File: config.mk
export PLATFORM = sky130hd
export DESIGN_NAME = polyphonic_square_wave_synth_core
export DESIGN_NICKNAME = d
export VERILOG_FILES = /design/src/sv/psw_pkg.sv /design/src/sv/polyphonic_square_wave_synth_core.sv /design/src/sv/psw_ram.sv /design/src/sv/psw_div.sv
export SDC_FILE = /design/constraint.sdc
export NUM_CORES = 2
export LEC_CHECK = 0
export BUFFER_PORTS_ARGS = -buffer_cell sky130_fd_sc_hd__buf_2
export CAP_MARGIN = 10
export CORE_ASPECT_RATIO = 0.9
export CORE_MARGIN = 2
export CORE_UTILIZATION = 44
export CTS_BUF_LIST = sky130_fd_sc_hd__clkbuf_16
export CTS_CLUSTER_SIZE = 10
export DETAILED_ROUTE_END_ITERATION = 16
export PLACE_DENSITY_LB_ADDON = 0.2
export SYNTH_ARGS = -nofsm -noshare
export SYNTH_HDL_FRONTEND = slang
export SYNTH_SLANG_ARGS = --single-unit
File: constraint.sdc
create_clock -name clk -period 8.1 [get_ports clk]
set_clock_uncertainty 0.2 [all_clocks]
set_input_delay 1.215 -clock clk [delete_from_list [all_inputs] [get_ports clk]]
set_output_delay 1.215 -clock clk [all_outputs]
set_load 0.01 [all_outputs]
File: src/sv/psw_pkg.sv
// shared types, constants and tables for the polyphonic square wave synth core
// no dependencies
package psw_pkg;

  localparam int VOICES_DEF   = 16;
  localparam int CHANNELS_DEF = 16;

  localparam int NUM_W  = 30;
  localparam int DEN_W  = 17;
  localparam int RATE_W = 17;

  localparam logic [RATE_W-1:0] RATE_RESET    = 17'd11025;
  localparam logic [RATE_W-1:0] RATE_FALLBACK = 17'd11025;
  localparam logic [6:0]        LEVEL_RESET   = 7'd127;
  localparam logic [6:0]        VOL_RESET     = 7'd100;
  localparam int                MIN_DIV       = 4;

  typedef enum logic [2:0] {
    MODE_NOTE_ON  = 3'd0,
    MODE_NOTE_OFF = 3'd1,
    MODE_CHAN_OFF = 3'd2,
    MODE_ALL_OFF  = 3'd3,
    MODE_SET_VOL  = 3'd4,
    MODE_RESET    = 3'd5,
    MODE_TICK     = 3'd6
  } mode_t;

  typedef enum logic [0:0] {
    CFG_SAMPLE_RATE  = 1'b0,
    CFG_OUTPUT_LEVEL = 1'b1
  } cfg_idx_t;

  typedef struct packed {
    logic [3:0]  channel;
    logic [6:0]  note;
    logic [6:0]  level;
    logic [15:0] phase;
    logic [15:0] step;
  } voice_t;

  localparam int VOICE_W = $bits(voice_t);

  typedef struct packed {
    logic             start;
    logic [NUM_W-1:0] num;
    logic [DEN_W-1:0] den;
  } div_req_t;

  typedef struct packed {
    logic             busy;
    logic             done;
    logic [NUM_W-1:0] quot;
  } div_rsp_t;

  localparam logic [17:0] FREQ16 [128] = '{
    131, 139, 147, 156, 165, 175, 185, 196,
    208, 220, 233, 247, 262, 277, 294, 311,
    330, 349, 370, 392, 415, 440, 466, 494,
    523, 554, 587, 622, 659, 698, 740, 784,
    831, 880, 932, 988, 1047, 1109, 1175, 1245,
    1319, 1397, 1480, 1568, 1661, 1760, 1865, 1976,
    2093, 2217, 2349, 2489, 2637, 2794, 2960, 3136,
    3322, 3520, 3729, 3951, 4186, 4435, 4699, 4978,
    5274, 5588, 5920, 6272, 6645, 7040, 7459, 7902,
    8372, 8870, 9397, 9956, 10548, 11175, 11840, 12544,
    13290, 14080, 14917, 15804, 16744, 17740, 18795, 19912,
    21096, 22351, 23680, 25088, 26580, 28160, 29834, 31609,
    33488, 35479, 37589, 39824, 42192, 44701, 47359, 50175,
    53159, 56320, 59669, 63217, 66976, 70959, 75178, 79649,
    84385, 89402, 94719, 100351, 106318, 112640, 119338, 126434,
    133952, 141918, 150356, 159297, 168769, 178805, 189437, 200702
  };

  // x / 127 for x up to 127*127
  function automatic logic [6:0] div127(input logic [13:0] x);
    logic [6:0] q0;
    logic [7:0] r;
    q0 = x[13:7];
    r  = {1'b0, x[6:0]} + {1'b0, q0};
    return (r >= 8'd127) ? q0 + 7'd1 : q0;
  endfunction

endpackage

File: src/sv/polyphonic_square_wave_synth_core.sv
// top level: event sequencer around the voice ram, channel volume ram and divider
// depends on psw_pkg, psw_ram, psw_div
//
// One event is taken at a time. All off, reset, set channel volume and the unused code
// finish without leaving idle. Note off and channel off walk the voice ram, one voice read
// per cycle. A note on reads the channel volume, walks the voice ram to pick a voice,
// then runs the 30-bit phase step division, one bit per cycle. A tick walks the voice
// ram with read, scale and write-back of each phase, then divides the mix on the same
// divider and waits for the previous sample to be taken, if it has not been. The voice
// ram's single read port sets the walk length and the shared divider sets the rest.
module polyphonic_square_wave_synth_core #(
  parameter int VOICES   = psw_pkg::VOICES_DEF,
  parameter int CHANNELS = psw_pkg::CHANNELS_DEF
) (
  input  logic        clk,
  input  logic        rst_n,
  input  logic        in_valid,
  output logic        in_ready,
  input  logic [2:0]  in_mode,
  input  logic [3:0]  in_channel,
  input  logic [6:0]  in_note,
  input  logic [6:0]  in_level,
  output logic        out_valid,
  input  logic        out_ready,
  output logic [7:0]  out_sample,
  output logic        out_clipped,
  output logic [4:0]  out_active_voices,
  input  logic        cfg_valid,
  output logic        cfg_ready,
  input  logic [0:0]  cfg_index,
  input  logic [16:0] cfg_data
);

  localparam int VW  = (VOICES > 1) ? $clog2(VOICES) : 1;
  localparam int CW  = $clog2(VOICES + 1);
  localparam int CHW = (CHANNELS > 1) ? $clog2(CHANNELS) : 1;
  localparam int MXW = $clog2(127 * VOICES + 1) + 1;
  localparam int SW  = MXW + 2;

  typedef enum logic [3:0] {
    S_IDLE, S_NVOL, S_NSCL, S_WALK, S_NDIV, S_NWAIT, S_NWR, S_TDIV, S_TWAIT, S_TOUT
  } state_t;

  state_t state_r;

  logic [psw_pkg::RATE_W-1:0] rate_r;
  logic [6:0]                 olev_r;

  logic [2:0]          mode_r;
  logic [3:0]          ch_r;
  logic [6:0]          note_r;
  logic [6:0]          lvl_r;
  logic [13:0]         prod_r;
  logic                vvr_r;

  logic [VOICES-1:0]   on_r;
  logic [CHANNELS-1:0] vv_r;

  logic [CW-1:0]       iss_r;
  logic                p1_v_r;
  logic [VW-1:0]       p1_idx_r;
  logic                p2_v_r;
  logic [VW-1:0]       p2_idx_r;
  psw_pkg::voice_t     p2_ent_r;
  logic [13:0]         p2_prod_r;

  logic                mfound_r;
  logic [VW-1:0]       midx_r;
  logic [6:0]          min_lvl_r;
  logic [VW-1:0]       min_idx_r;
  logic [VW-1:0]       sel_r;

  logic signed [MXW-1:0] mix_r;
  logic [CW-1:0]         act_r;
  logic                  neg_r;

  logic       out_valid_r;
  logic [7:0] out_sample_r;
  logic       out_clipped_r;
  logic [4:0] out_act_r;

  logic                      vm_we;
  logic [VW-1:0]             vm_waddr;
  psw_pkg::voice_t           vm_wdata;
  psw_pkg::voice_t           vm_rdata;
  logic [psw_pkg::VOICE_W-1:0] vm_rraw;

  logic            cv_we;
  logic [CHW-1:0]  cv_raddr;
  logic [6:0]      cv_rdata;

  psw_pkg::div_req_t div_req;
  psw_pkg::div_rsp_t div_rsp;

  logic          accept;
  logic [3:0]    ch_cl;
  logic          ch_ok;
  logic          issuing;
  logic          walk_done;
  logic [VW-1:0] free_idx;
  logic          any_free;
  logic [MXW-1:0] mag;
  logic [15:0]   step_val;
  logic signed [SW-1:0] qv;
  logic signed [SW-1:0] sv;
  logic [6:0]    amp;
  logic [6:0]    scaled;

  assign accept    = in_valid && in_ready;
  assign in_ready  = (state_r == S_IDLE);
  assign cfg_ready = 1'b1;
  assign ch_ok     = {1'b0, in_channel} < 5'(CHANNELS);
  assign ch_cl     = ch_ok ? in_channel : 4'(CHANNELS - 1);
  assign issuing   = iss_r < CW'(VOICES);
  assign walk_done = !issuing && !p1_v_r && !p2_v_r;
  assign cv_raddr  = ch_cl[CHW-1:0];
  assign cv_we     = accept && (in_mode == psw_pkg::MODE_SET_VOL) && ch_ok;
  assign vm_rdata  = psw_pkg::voice_t'(vm_rraw);
  assign amp       = psw_pkg::div127(p2_prod_r);
  assign scaled    = psw_pkg::div127(prod_r);
  assign mag       = neg_r ? MXW'(-mix_r) : MXW'(mix_r);
  assign qv        = signed'(SW'(div_rsp.quot[MXW-1:0]));
  assign sv        = neg_r ? (SW'(128) - qv) : (SW'(128) + qv);

  always_comb begin
    free_idx = '0;
    for (int i = VOICES - 1; i >= 0; i--) begin
      if (!on_r[i]) begin
        free_idx = VW'(i);
      end
    end
    any_free = ~&on_r;
  end

  always_comb begin
    if (div_rsp.quot == '0) begin
      step_val = 16'd1;
    end else if (div_rsp.quot > psw_pkg::NUM_W'(16'hffff)) begin
      step_val = 16'hffff;
    end else begin
      step_val = div_rsp.quot[15:0];
    end
  end

  always_comb begin
    vm_we    = 1'b0;
    vm_waddr = p2_idx_r;
    vm_wdata = p2_ent_r;
    vm_wdata.phase = p2_ent_r.phase + p2_ent_r.step;
    if (state_r == S_WALK && p2_v_r) begin
      vm_we = 1'b1;
    end else if (state_r == S_NWR) begin
      vm_we            = 1'b1;
      vm_waddr         = sel_r;
      vm_wdata.channel = ch_r;
      vm_wdata.note    = note_r;
      vm_wdata.level   = lvl_r;
      vm_wdata.phase   = '0;
      vm_wdata.step    = step_val;
    end
  end

  always_comb begin
    div_req.start = (state_r == S_NDIV) || (state_r == S_TDIV);
    if (state_r == S_NDIV) begin
      div_req.num = {psw_pkg::FREQ16[note_r], 12'b0};
      div_req.den = (rate_r == '0) ? psw_pkg::RATE_FALLBACK : rate_r;
    end else begin
      div_req.num = psw_pkg::NUM_W'(mag);
      div_req.den = (act_r < CW'(psw_pkg::MIN_DIV)) ? psw_pkg::DEN_W'(psw_pkg::MIN_DIV)
                                                    : psw_pkg::DEN_W'(act_r);
    end
  end

  psw_ram #(.W(psw_pkg::VOICE_W), .D(VOICES), .AW(VW)) u_voice_ram (
    .clk   (clk),
    .we    (vm_we),
    .waddr (vm_waddr),
    .wdata (vm_wdata),
    .raddr (iss_r[VW-1:0]),
    .rdata (vm_rraw)
  );

  psw_ram #(.W(7), .D(CHANNELS), .AW(CHW)) u_vol_ram (
    .clk   (clk),
    .we    (cv_we),
    .waddr (in_channel[CHW-1:0]),
    .wdata (in_level),
    .raddr (cv_raddr),
    .rdata (cv_rdata)
  );

  psw_div u_div (
    .clk   (clk),
    .rst_n (rst_n),
    .req   (div_req),
    .rsp   (div_rsp)
  );

  always_ff @(posedge clk) begin
    if (!rst_n) begin
      state_r     <= S_IDLE;
      rate_r      <= psw_pkg::RATE_RESET;
      olev_r      <= psw_pkg::LEVEL_RESET;
      on_r        <= '0;
      vv_r        <= '0;
      p1_v_r      <= 1'b0;
      p2_v_r      <= 1'b0;
      iss_r       <= CW'(VOICES);
      act_r       <= '0;
      out_valid_r <= 1'b0;
    end else begin
      if (cfg_valid) begin
        unique case (psw_pkg::cfg_idx_t'(cfg_index))
          psw_pkg::CFG_SAMPLE_RATE:  rate_r <= cfg_data;
          psw_pkg::CFG_OUTPUT_LEVEL: olev_r <= cfg_data[6:0];
        endcase
      end

      if (out_valid_r && out_ready && state_r != S_TOUT) begin
        out_valid_r <= 1'b0;
      end

      unique case (state_r)
        S_IDLE: begin
          if (accept) begin
            mode_r    <= (in_mode == psw_pkg::MODE_NOTE_ON && in_level == '0)
                         ? psw_pkg::MODE_NOTE_OFF : in_mode;
            ch_r      <= (in_mode == psw_pkg::MODE_NOTE_ON) ? ch_cl : in_channel;
            note_r    <= in_note;
            lvl_r     <= in_level;
            vvr_r     <= vv_r[cv_raddr];
            iss_r     <= '0;
            mfound_r  <= 1'b0;
            min_lvl_r <= 7'd127;
            min_idx_r <= '0;
            mix_r     <= '0;
            act_r     <= '0;
            unique case (in_mode)
              psw_pkg::MODE_NOTE_ON: begin
                if (in_level == '0) begin
                  state_r <= S_WALK;
                end else begin
                  state_r <= S_NVOL;
                end
              end
              psw_pkg::MODE_NOTE_OFF, psw_pkg::MODE_CHAN_OFF, psw_pkg::MODE_TICK: begin
                state_r <= S_WALK;
              end
              psw_pkg::MODE_ALL_OFF: begin
                on_r <= '0;
              end
              psw_pkg::MODE_SET_VOL: begin
                if (ch_ok) begin
                  vv_r[in_channel[CHW-1:0]] <= 1'b1;
                end
              end
              psw_pkg::MODE_RESET: begin
                on_r <= '0;
                vv_r <= '0;
              end
              default: begin
                state_r <= S_IDLE;
              end
            endcase
          end else begin
            iss_r <= CW'(VOICES);
          end
        end

        S_NVOL: begin
          prod_r  <= lvl_r * (vvr_r ? cv_rdata : psw_pkg::VOL_RESET);
          iss_r   <= CW'(VOICES);
          state_r <= S_NSCL;
        end

        S_NSCL: begin
          lvl_r   <= (scaled == '0) ? 7'd1 : scaled;
          iss_r   <= '0;
          state_r <= S_WALK;
        end

        S_WALK: begin
          if (issuing) begin
            iss_r <= iss_r + CW'(1);
          end
          p1_v_r   <= issuing;
          p1_idx_r <= iss_r[VW-1:0];
          p2_v_r   <= p1_v_r && (mode_r == psw_pkg::MODE_TICK) && on_r[p1_idx_r];
          p2_idx_r  <= p1_idx_r;
          p2_ent_r  <= vm_rdata;
          p2_prod_r <= vm_rdata.level * olev_r;
          if (p1_v_r) begin
            priority case (mode_r)
              psw_pkg::MODE_NOTE_OFF: begin
                if (on_r[p1_idx_r] && vm_rdata.channel == ch_r && vm_rdata.note == note_r) begin
                  on_r[p1_idx_r] <= 1'b0;
                end
              end
              psw_pkg::MODE_CHAN_OFF: begin
                if (on_r[p1_idx_r] && vm_rdata.channel == ch_r) begin
                  on_r[p1_idx_r] <= 1'b0;
                end
              end
              psw_pkg::MODE_NOTE_ON: begin
                if (on_r[p1_idx_r] && vm_rdata.channel == ch_r && vm_rdata.note == note_r
                    && !mfound_r) begin
                  mfound_r <= 1'b1;
                  midx_r   <= p1_idx_r;
                end
                if (vm_rdata.level < min_lvl_r) begin
                  min_lvl_r <= vm_rdata.level;
                  min_idx_r <= p1_idx_r;
                end
              end
              default: begin
                mfound_r <= mfound_r;
              end
            endcase
          end
          if (p2_v_r) begin
            mix_r <= p2_ent_r.phase[15] ? mix_r + signed'(MXW'(amp))
                                        : mix_r - signed'(MXW'(amp));
            act_r <= act_r + CW'(1);
          end
          if (walk_done) begin
            if (mode_r == psw_pkg::MODE_NOTE_ON) begin
              state_r <= S_NDIV;
            end else if (mode_r == psw_pkg::MODE_TICK) begin
              state_r <= S_TDIV;
              neg_r   <= mix_r < 0;
            end else begin
              state_r <= S_IDLE;
            end
          end
        end

        S_NDIV: begin
          sel_r   <= mfound_r ? midx_r : (any_free ? free_idx : min_idx_r);
          state_r <= S_NWAIT;
        end

        S_NWAIT: begin
          if (div_rsp.done) begin
            state_r <= S_NWR;
          end
        end

        S_NWR: begin
          on_r[sel_r] <= 1'b1;
          state_r     <= S_IDLE;
        end

        S_TDIV: begin
          state_r <= S_TWAIT;
        end

        S_TWAIT: begin
          if (div_rsp.done) begin
            state_r <= S_TOUT;
          end
        end

        S_TOUT: begin
          if (!out_valid_r || out_ready) begin
            out_valid_r <= 1'b1;
            out_act_r   <= 5'(act_r);
            if (sv < 0) begin
              out_sample_r  <= 8'd0;
              out_clipped_r <= 1'b1;
            end else if (sv > SW'(255)) begin
              out_sample_r  <= 8'd255;
              out_clipped_r <= 1'b1;
            end else begin
              out_sample_r  <= sv[7:0];
              out_clipped_r <= 1'b0;
            end
            state_r <= S_IDLE;
          end
        end

        default: begin
          state_r <= S_IDLE;
        end
      endcase
    end
  end

  assign out_valid         = out_valid_r;
  assign out_sample        = out_sample_r;
  assign out_clipped       = out_clipped_r;
  assign out_active_voices = out_act_r;

`ifndef SYNTHESIS
  a_div_done_waited: assert property (@(posedge clk) disable iff (!rst_n)
    div_rsp.done |-> (state_r == S_NWAIT || state_r == S_TWAIT))
    else $error("divider finished with nobody waiting");

  a_out_from_tick: assert property (@(posedge clk) disable iff (!rst_n)
    $rose(out_valid) |-> $past(state_r == S_TOUT))
    else $error("sample beat raised outside tick completion");

  a_act_bound: assert property (@(posedge clk) disable iff (!rst_n)
    act_r <= CW'(VOICES))
    else $error("active voice count overflow");

  a_ram_write_busy: assert property (@(posedge clk) disable iff (!rst_n)
    vm_we |-> state_r != S_IDLE)
    else $error("voice ram written while idle");
`endif

endmodule

File: src/sv/psw_ram.sv
// simple dual port synchronous ram, one write and one registered read port
// no dependencies
module psw_ram #(
  parameter int W  = 8,
  parameter int D  = 16,
  parameter int AW = 4
) (
  input  logic          clk,
  input  logic          we,
  input  logic [AW-1:0] waddr,
  input  logic [W-1:0]  wdata,
  input  logic [AW-1:0] raddr,
  output logic [W-1:0]  rdata
);

  logic [W-1:0] mem [D];
  logic [W-1:0] rdata_r;

  always_ff @(posedge clk) begin
    if (we) begin
      mem[waddr] <= wdata;
    end
    rdata_r <= mem[raddr];
  end

  assign rdata = rdata_r;

endmodule

File: src/sv/psw_div.sv
// restoring divider, one quotient bit per cycle
// depends on psw_pkg
module psw_div (
  input  logic               clk,
  input  logic               rst_n,
  input  psw_pkg::div_req_t  req,
  output psw_pkg::div_rsp_t  rsp
);

  localparam int NW = psw_pkg::NUM_W;
  localparam int DW = psw_pkg::DEN_W;
  localparam int CNW = $clog2(NW);

  logic           busy_r;
  logic           done_r;
  logic [CNW-1:0] cnt_r;
  logic [NW-1:0]  q_r;
  logic [DW-1:0]  rem_r;
  logic [DW-1:0]  den_r;

  logic [DW:0]    trial;
  logic           ge;
  logic [DW:0]    diff;

  always_comb begin
    trial = {rem_r, q_r[NW-1]};
    ge    = trial >= {1'b0, den_r};
    diff  = trial - {1'b0, den_r};
  end

  always_ff @(posedge clk) begin
    if (!rst_n) begin
      busy_r <= 1'b0;
      done_r <= 1'b0;
      cnt_r  <= '0;
    end else begin
      done_r <= 1'b0;
      if (req.start) begin
        busy_r <= 1'b1;
        cnt_r  <= CNW'(NW - 1);
        q_r    <= req.num;
        den_r  <= req.den;
        rem_r  <= '0;
      end else if (busy_r) begin
        q_r   <= {q_r[NW-2:0], ge};
        rem_r <= ge ? diff[DW-1:0] : trial[DW-1:0];
        cnt_r <= cnt_r - CNW'(1);
        if (cnt_r == '0) begin
          busy_r <= 1'b0;
          done_r <= 1'b1;
        end
      end
    end
  end

  assign rsp.busy = busy_r;
  assign rsp.done = done_r;
  assign rsp.quot = q_r;

endmodule

==> impl_metrics.ini <==
[run_status]
status = completed

[floorplanning]
ios = 61
start_util_pct = 44.2
core_um2 = 129000
die_h_um = 345
rows = 125
dieArea_um2 = 132000
dieWidth_um = 383

[clocking]
post_cts_resized = 0
ctsHoldBuffers = 0
cts_buffers = 149
cts_max_level = 4
cts_setup_buffers = 0
cts_tree = done
clockBufferDepth = 3
cts-root-buf = clkbuf_16
cts.sinks = 1268
clkTransAtPathRegs_ps = 60
insertion_delay_ps = 770

[logic_synthesis]
synth-seq-cells = 1268
syn_nets = 3953
synth_edf_count = 1131
syn_area_um2 = 56900
yosysTopAreaCell = edfxtp_1
synth_warnings = 0
async_reset_ff_share_pct = 0
yosys.cell_types.count = 89
synthFlopType = edfxtp_1
syn_area_per_cell_um2 = 15.4
synth_top_area_share_pct = 59.7
syn_inst = 3699
yosys-top-cells-area = edfxtp_1, mux4_2, dfxtp_1, ha_1, nand2_1
synth_seq_area_share_pct = 64.5

[power_and_ir_drop]
switchingPower_mw = 3.91
total_power_mw = 15.4
powerDensity_nw_per_um2 = 242
seqPwrFrac_pct = 48.3
vdd_drop_max_mv = 0.167
p_clk_share_pct = 39.0
p_leak_nw = 22.0
combPwrFrac_pct = 12.7
p_sw_share_pct = 25.3
p_int_mw = 11.5

[grt]
grt_antenna_before_repair = 6
grt.total_usage_pct = 20.7
grt_pass1_vias = 32100
grt_pass1_wl_um = 206000
grt_max_degree = 90
grt_overflow = 0

[timing]
finalHoldViolCount = 0
finalSetupTns_ps = 0
rsz0062_at_grt = false
period_share_pct = 66.5
worst_pin_slew_ps = 1080
fmax_ghz = 0.186
drv_slew = 0
min_period_ps = 5380
finalSetupViolations = 0
relSlewSlack_pct = 27.3

[detailed_routing]
drtIter0Drc = 2905
post-route-drc-count = 0
wl_um = 135000
vias_per_cell = 5.70
post_drt_wl_per_cell_um = 24.1
firstDrtPassIters = 8
vias = 32100
postRouteAntennaNets = 0

[placed_design]
dp_hpwl_um = 81900
numPlacedInstances = 5351
port_buffers = 59
gp_congestion = 0.849

[layout]
layout_common_cells = edfxtp_1, nand2_1, mux4_2, inv_1, nor2_1
nets = 4045
areaGrowthSynthToFinish_pct = 12.0
stdcell_count = 5622
layout_commonest_cell = edfxtp_1
layout-drive-gt1-share_pct = 17.0

[worst_setup_path]
crit_type = reg2reg
crit_fanout = 7
required_ps = 8410
ff2ff_setup_slack_ps = 2720
endpoint_kind = register
cp-start-kind = register
arrival_ps = 5690

[worst_hold_path]
holdCritPathClass = reg2reg

[job]
max_cap_viol_count = 0
==> through the flow <==
stage	cell area [um2]	worst slack, ps	hold WS (ps)	utilization (%)
2_1_floorplan	56900	3240	186	-
3_5_place_dp	59300	2760	189	46.1
5_1_grt	63700	2250	195	49.5
3_3_place_gp	59300	2800	186	46.1
4_1_cts	63700	2730	192	49.5
6_report	63700	2720	195	49.5
==> state kept, by name (all words and copies together) (netlist names), 5 cells and up <==
signal and cells:
u_div.cnt_r 5, lvl_r 7, u_vol_ram.mem 112, u_div.q_r 30, rate_r 17, olev_r 7
on_r 16, p2_prod_r 14, mix_r 12, out_active_voices 5, vv_r 16, iss_r 5
u_voice_ram.mem 800, note_r 7, min_lvl_r 7, act_r 5, prod_r 14, p2_ent_r 50
u_vol_ram.rdata 7, u_div.den_r 17, u_voice_ram.rdata 50, out_sample 8, u_div.rem_r 17
==> final cells by class <==
type | count | area, um2
clock buffer | 151 | 3780
antenna | 1 | 2.50
inverter | 142 | 536
fill | 10800 | 65000
tap | 1714 | 2140
sequential | 1268 | 36700
timing repair buffer | 129 | 831
multi-input combinational | 2101 | 19100
clock inverter | 116 | 654
==> critical path, cell delays in order, from the launching register on <==
cell	delay (ps)
edfxtp_1	490
ha_1	270
fa_1	380
xor2_1	170
and3_1	170
o211ai_1	130
nor3_1	440
nor2_1	200
xnor2_1	230
inv_1	70
ha_1	250
nor2_1	140
xnor2_1	150
xor2_1	170
ha_1	290
a21o_1	190
a21o_1	190
a21o_1	180
a21o_1	190
a31oi_1	240
o21ai_0	160
xnor2_1	160
nor2_1	50
==> power groups by stage <==
stage                     clock network, mW  registers [mW]  logic, mW
final                                  6.02            7.45       1.97
after global routing                   6.42            7.47       2.24
after CTS                              6.16            7.45       1.98
after detailed placement                  0            7.59       1.96
after global placement                    0            7.59       1.95
after floorplan                           0            7.51       1.52
==> routing by layer <==
metal | vias to the layer above | track usage, % | wire length [um]
met4 | 2 | 6.22 | 3130
met3 | 189 | 2.99 | 7800
met1 | 16400 | 30.7 | 62200
met5 | - | 0 | 9
met2 | 917 | 31.7 | 62400
li1 | 14500 | - | -
==> kinds of logic (layout without fill, tap and decap cells) <==
| logic type | Yosys count | in the layout | share of synthesized area (%) |
|---|---|---|---|
| multiplexers | 324 | 324 | 12.3 |
| AND/OR/NAND/NOR | 889 | 889 | 7.39 |
| flip-flops | 1268 | 1268 | 64.5 |
| buffers and inverters | 330 | 538 | 2.27 |
| AO/OA/AOI/OAI | 560 | 560 | 6.37 |
| adder cells (fa/ha/maj) | 210 | 210 | 5.32 |
| XOR/XNOR | 117 | 117 | 1.80 |
| other | 1 | 2 | 0.00659 |
==> synth_stat cells, types with 7 or more instances <==
| library cell | n |
|---|---|
| clkbuf_1 | 142 |
| fa_1 | 53 |
| a31oi_1 | 36 |
| o22ai_1 | 14 |
| nor4_1 | 22 |
| ha_1 | 157 |
| o211ai_1 | 16 |
| a211oi_1 | 21 |
| edfxtp_1 | 1131 |
| a21boi_0 | 32 |
| o21a_1 | 18 |
| a21oi_1 | 148 |
| nand3_1 | 54 |
| o21bai_1 | 10 |
| and3_1 | 26 |
| nor2b_1 | 29 |
| inv_1 | 140 |
| o41ai_1 | 7 |
| o31ai_1 | 13 |
| a21o_1 | 32 |
| or2_2 | 10 |
| or3_1 | 29 |
| xor2_1 | 55 |
| nand4_1 | 16 |
| buf_1 | 29 |
| dfxtp_1 | 137 |
| and2_1 | 54 |
| nor2_1 | 225 |
| buf_2 | 13 |
| o21ai_0 | 130 |
| xnor2_1 | 62 |
| nand2b_1 | 25 |
| mux4_2 | 297 |
| nor3_1 | 49 |
| nand2_1 | 316 |
| mux2i_1 | 20 |
==> worst paths after layout <==
path                                            start            to  cells after the start
worst min register to register  u_voice_ram.rdata[23]  p2_ent_r[23]                      0
worst max register to register           p2_prod_r[7]     mix_r[10]                     22
worst max-delay path                     p2_prod_r[7]     mix_r[10]                     22
worst min-delay path            u_voice_ram.rdata[23]  p2_ent_r[23]                      0
Note: power is estimated with default switching activity, not from simulation.
